==> src/sv/spq_pkg.sv <==
`timescale 1ns / 1ps

package spq_pkg;

  // Field widths of the stream payloads
  localparam int unsigned VALUE_W    = 32;
  localparam int unsigned STATUS_W   = 2;
  localparam int unsigned OUT_TDATA_W = 40;
  localparam int unsigned OUT_PAD_W  = OUT_TDATA_W - VALUE_W - 2;

  // Operation codes carried on the input tuser
  localparam logic CMD_INSERT = 1'b0;
  localparam logic CMD_REMOVE = 1'b1;

  // Result status codes carried on the output tuser
  localparam logic [STATUS_W-1:0] STATUS_OK    = 2'd0;
  localparam logic [STATUS_W-1:0] STATUS_FULL  = 2'd1;
  localparam logic [STATUS_W-1:0] STATUS_EMPTY = 2'd2;

  // Value reported by a remove from an empty queue
  localparam logic [VALUE_W-1:0] EMPTY_REMOVE_VALUE = '1;

  // Read address source of the entry memory
  typedef enum logic [1:0] {
    RD_HEAD,
    RD_TAIL_PREV,
    RD_SCAN_PREV
  } rd_sel_e;

  // Commands from the controller to the datapath
  typedef struct packed {
    logic    in_ready;
    logic    rd_en;
    rd_sel_e rd_sel;
    logic    ins_start;
    logic    shift;
    logic    put;
    logic    pop;
    logic    take;
    logic    reject_full;
    logic    reject_empty;
    logic    publish;
  } ctrl_cmd_t;

  // Status from the datapath to the controller
  typedef struct packed {
    logic is_remove;
    logic full;
    logic empty;
    logic less;
    logic rem_last;
    logic out_busy;
  } dp_status_t;

endpackage

==> src/sv/spq_ctrl.sv <==
`timescale 1ns / 1ps

module spq_ctrl (
  input  logic               clk_i,
  input  logic               rst_ni,
  input  logic               s_tvalid_i,
  input  spq_pkg::dp_status_t sts_i,
  output spq_pkg::ctrl_cmd_t  cmd_o
);

  typedef enum logic [2:0] {
    S_IDLE,
    S_DISPATCH,
    S_INS_CMP,
    S_INS_PUT,
    S_RM_WAIT,
    S_FIN
  } state_e;

  state_e state_q, state_d;

  // Decode commands and next state
  always_comb begin
    cmd_o   = '0;
    cmd_o.rd_sel = spq_pkg::RD_HEAD;
    state_d = state_q;
    unique case (state_q)
      S_IDLE: begin
        cmd_o.in_ready = 1'b1;
        if (s_tvalid_i) begin
          state_d = S_DISPATCH;
        end
      end
      S_DISPATCH: begin
        if (sts_i.is_remove) begin
          if (sts_i.empty) begin
            cmd_o.reject_empty = 1'b1;
            state_d = S_FIN;
          end else begin
            // Read the head, then retire it
            cmd_o.rd_en  = 1'b1;
            cmd_o.rd_sel = spq_pkg::RD_HEAD;
            cmd_o.pop    = 1'b1;
            state_d = S_RM_WAIT;
          end
        end else if (sts_i.full) begin
          cmd_o.reject_full = 1'b1;
          state_d = S_FIN;
        end else begin
          cmd_o.ins_start = 1'b1;
          if (sts_i.empty) begin
            state_d = S_INS_PUT;
          end else begin
            // Fetch the last entry as the first candidate
            cmd_o.rd_en  = 1'b1;
            cmd_o.rd_sel = spq_pkg::RD_TAIL_PREV;
            state_d = S_INS_CMP;
          end
        end
      end
      S_INS_CMP: begin
        if (sts_i.less) begin
          // Move the smaller entry one slot back
          cmd_o.shift = 1'b1;
          if (sts_i.rem_last) begin
            state_d = S_INS_PUT;
          end else begin
            cmd_o.rd_en  = 1'b1;
            cmd_o.rd_sel = spq_pkg::RD_SCAN_PREV;
          end
        end else begin
          cmd_o.put = 1'b1;
          state_d = S_FIN;
        end
      end
      S_INS_PUT: begin
        cmd_o.put = 1'b1;
        state_d = S_FIN;
      end
      S_RM_WAIT: begin
        cmd_o.take = 1'b1;
        state_d = S_FIN;
      end
      S_FIN: begin
        if (!sts_i.out_busy) begin
          cmd_o.publish = 1'b1;
          state_d = S_IDLE;
        end
      end
      default: begin
        state_d = S_IDLE;
      end
    endcase
  end

  // Hold state
  always_ff @(posedge clk_i or negedge rst_ni) begin
    if (!rst_ni) begin
      state_q <= S_IDLE;
    end else begin
      state_q <= state_d;
    end
  end

endmodule

==> config.mk <==
export PLATFORM = sky130hd
export DESIGN_NAME = spq_ctrl
export DESIGN_NICKNAME = d
export VERILOG_FILES = /design/src/sv/spq_pkg.sv /design/src/sv/spq_ctrl.sv
export SDC_FILE = /design/constraint.sdc
export NUM_CORES = 1
export LEC_CHECK = 0
export BUFFER_PORTS_ARGS = -buffer_cell sky130_fd_sc_hd__buf_2
export CORE_AREA = 2 2 39 41
export CTS_CLUSTER_SIZE = 25
export DETAILED_ROUTE_END_ITERATION = 10
export DIE_AREA = 0 0 41 43
export HOLD_SLACK_MARGIN = 0.06
export PLACE_DENSITY = 0.51
export SLEW_MARGIN = 40
export SYNTH_ARGS = -nofsm -noshare
export SYNTH_HDL_FRONTEND = slang
export SYNTH_SLANG_ARGS = --single-unit
export TNS_END_PERCENT = 10
==> constraint.sdc <==
create_clock -name clk_i -period 1.9 [get_ports clk_i]
set_input_delay 0.095 -clock clk_i [delete_from_list [all_inputs] [get_ports clk_i]]
set_output_delay 0.095 -clock clk_i [all_outputs]
set_load 0.1 [all_outputs]
==> out/metrics.csv <==
stage,metric,value,unit
run_status,status,"complete, no violations",
setup_path,CP Class,reg -> out,
setup_path,endpoint class of the critical path,primary output,
timing,final setup violation count,0,
power,PD cells,1580,nW/um^2
grt,initial antenna violation count,0,
synth,Post-Synthesis Net Count,44,
cts,clock buffer depth,2,
cells_and_area,Reg with most FFs,state_q,
route,average wire per standard cell,11.4,microns
place,# port buffers,20,
synth,Synth Flop Type,dfrtp_1,
power,Static Leak,0.000247,uW
setup_path,reg2reg end,state_q[0],
grt,grt total ovfl,0,
cells_and_area,post-layout util,0.422,
cells_and_area,area of the multi-input gates,255,sq um
synth,syn_area_per_cell,8.08,sq um
cts,clock sinks,3,
cells_and_area,FF/Latch Area,75.1,sq um
timing,final hold vios,0,
synth,number of enable flip-flop cells after synthesis,0,
synth,synth unique cells,18,
setup_path,CP Launch Point,state_q[1],
synth,Yosys top cell by area,dfrtp_1,
place,DP Wirelength,681,microns
setup_path,crit start category,register,
synth,synthesized area,283,sq um
cts,CTS clock-pin slew for the worst setup and hold paths,40,ps
cts,CTS Buf Count,3,
synth,most frequent cell after synthesis,nor3b_1,
grt,global-route wire length before repair,1.32,mm
floorplanning,Die Span X,41,microns
setup_path,"Req. time, crit path",1800,ps
timing,Slew Limit Headroom,0.679,
cells_and_area,Diodes inserted,0,
cells_and_area,fin area,584,sq um
power,Clk pwr share,0.120,
power,Switch Pwr,542,uW
synth,Synth Warn #,0,
power,Switching Share,0.586,
route,via count,352,
timing,Final period util,0.933,
route,via density per instance,4.69,
synth,cell count after synthesis,35,
power,sequential fraction of design power,0.133,
floorplanning,standard-cell rows,14,
grt,gr usage total,0.111,
cts,clk_lat worst skew,230,ps
timing,Peak Freq,564,MHz
synth,post-synthesis sequential area ratio,0.265,
place,dpl cell area,548,sq um
cells_and_area,ratio of cells with drive above 1 in the final layout,0.593,
floorplanning,IO Pins,21,
route,first drt pass iteration count,2,
route,Antenna Nets Post-Route,0,
setup_path,r2r worst-path depth,3,
setup_path,FF-to-FF Start,state_q[0],
cts,H-tree levels,1,
floorplanning,core area,1380,sq um
timing,unrepaired setup endpoints after global routing,no,
power,Pint,383,uW
synth,post-synth top area share,0.265,
cells_and_area,Largest register FFs,3,
timing,min Tclk post-route,1770,ps
route,DRC viols,0,
cells_and_area,# fillers,143,
timing,clk_skew,3.53,ps
grt,maximum number of pins on one net before global-route repair,12,
power,Worst VDD drop,0.000595,V
floorplanning,Die Ht,43,microns
grt,vias in the first global route,320,
min_path,Hold Crit Class,in -> async,
synth,synth top area cells,"dfrtp_1, o32a_1, nor3b_1",
cts,Root Buffer,clkbuf_4,
cells_and_area,Layout area overhead,107,%
route,Post-Route WL,858,microns
timing,Pins Over Slew Limit,0,
place,gpl congestion,0.668,
setup_path,critical-path maximum fanout,11,
cells_and_area,Final #Nets,69,
setup_path,reg-to-reg setup timing slack,350,ps
synth,Synth Register Bits,3,
floorplanning,Starting Density,0.204,
cells_and_area,Largest regs,state_q: 3 flops,
cts,CTS tree,yes,
setup_path,CP arrival,1680,ps
synth,ys async rst share,1.00,
timing,worst slew pin tran,484,ps
floorplanning,total die area,1760,sq um
route,initial detailed-routing violation count,1,
job,MaxCap Viol Count,0,
power,Comb pwr share,0.747,
worst max-delay path by stage:
stage / to / slack, ps / cells after the start
after global placement: state_q[0] / 340 / 3
after floorplan: cmd_o[4] / -300 / 2
after detailed placement: state_q[0] / 340 / 3
final: cmd_o[10] / 130 / 4
after global routing: cmd_o[10] / 30 / 4
after CTS: cmd_o[10] / 110 / 4
cell families after synthesis:
logic type | count (synthesis) | synth area share
AOI/OAI and AO/OA | 7 | 0.204
DFF | 3 | 0.265
and+or+nand+nor | 23 | 0.504
buffers and inverters | 2 | 0.0266
what timing repair did:
item,4_1_cts,5_1_grt
endpoints found under the hold margin,3,0
buffers inserted,0,0
hold buffers,1,0
resized for setup,0,0
stage by stage:
stage / setup TNS (ps) / setup slack, ps / cells / hold WS, ps / power (uW)
after floorplan: -1640 / -304 / 35 / -201 / 652
after CTS: 0 / 105 / 75 / 180 / 934
after global routing: 0 / 33.5 / 75 / 186 / 970
after global placement: 0 / 338 / 70 / -107 / 817
after detailed placement: 0 / 345 / 70 / -105 / 818
final: 0 / 128 / 75 / 186 / 925
cells in the final DEF, fill, tap and decap left out, drive strengths merged:
master,n
buf,21
nor3b,4
clkbuf,4
nor3,3
nor2b,3
o32a,3
dfrtp,3
nor2,3
nand2,2
and2b,2
or3,2
or3b,1
nand3b,1
or2b,1
nor4,1
a21oi,1
o21ai,1
o211a,1
o21a,1
dlygate4sd3,1
routing by layer:
metal,up-vias,track usage,share of wire
met2,10,0.156,0.51
met3,0,0.0314,0.069
met5,-,0,0
met1,164,0.148,0.42
met4,0,0.0600,0
li1,178,-,-
layout make-up:
| class | count | area share |
|---|---|---|
| clock buffers | 4 | 0.0450 |
| multi-input cells | 30 | 0.437 |
| flip-flops and latches | 3 | 0.128 |
| well taps | 16 | 0.0343 |
| repair buffers | 22 | 0.355 |
power groups by stage:
stage	clock, uW	combinational (uW)	sequential [uW]
2_1_floorplan	0	539	113
3_3_place_gp	0	692	125
3_5_place_dp	0	693	124
4_1_cts	116	694	124
5_1_grt	120	721	128
6_report	111	691	123
critical path: stages (launching register included):
cell	delay, ps
dfrtp_1	470
or2b_1	310
o32a_1	340
nor2_2	130
buf_12	190
Note: power is estimated with default switching activity, not from simulation.
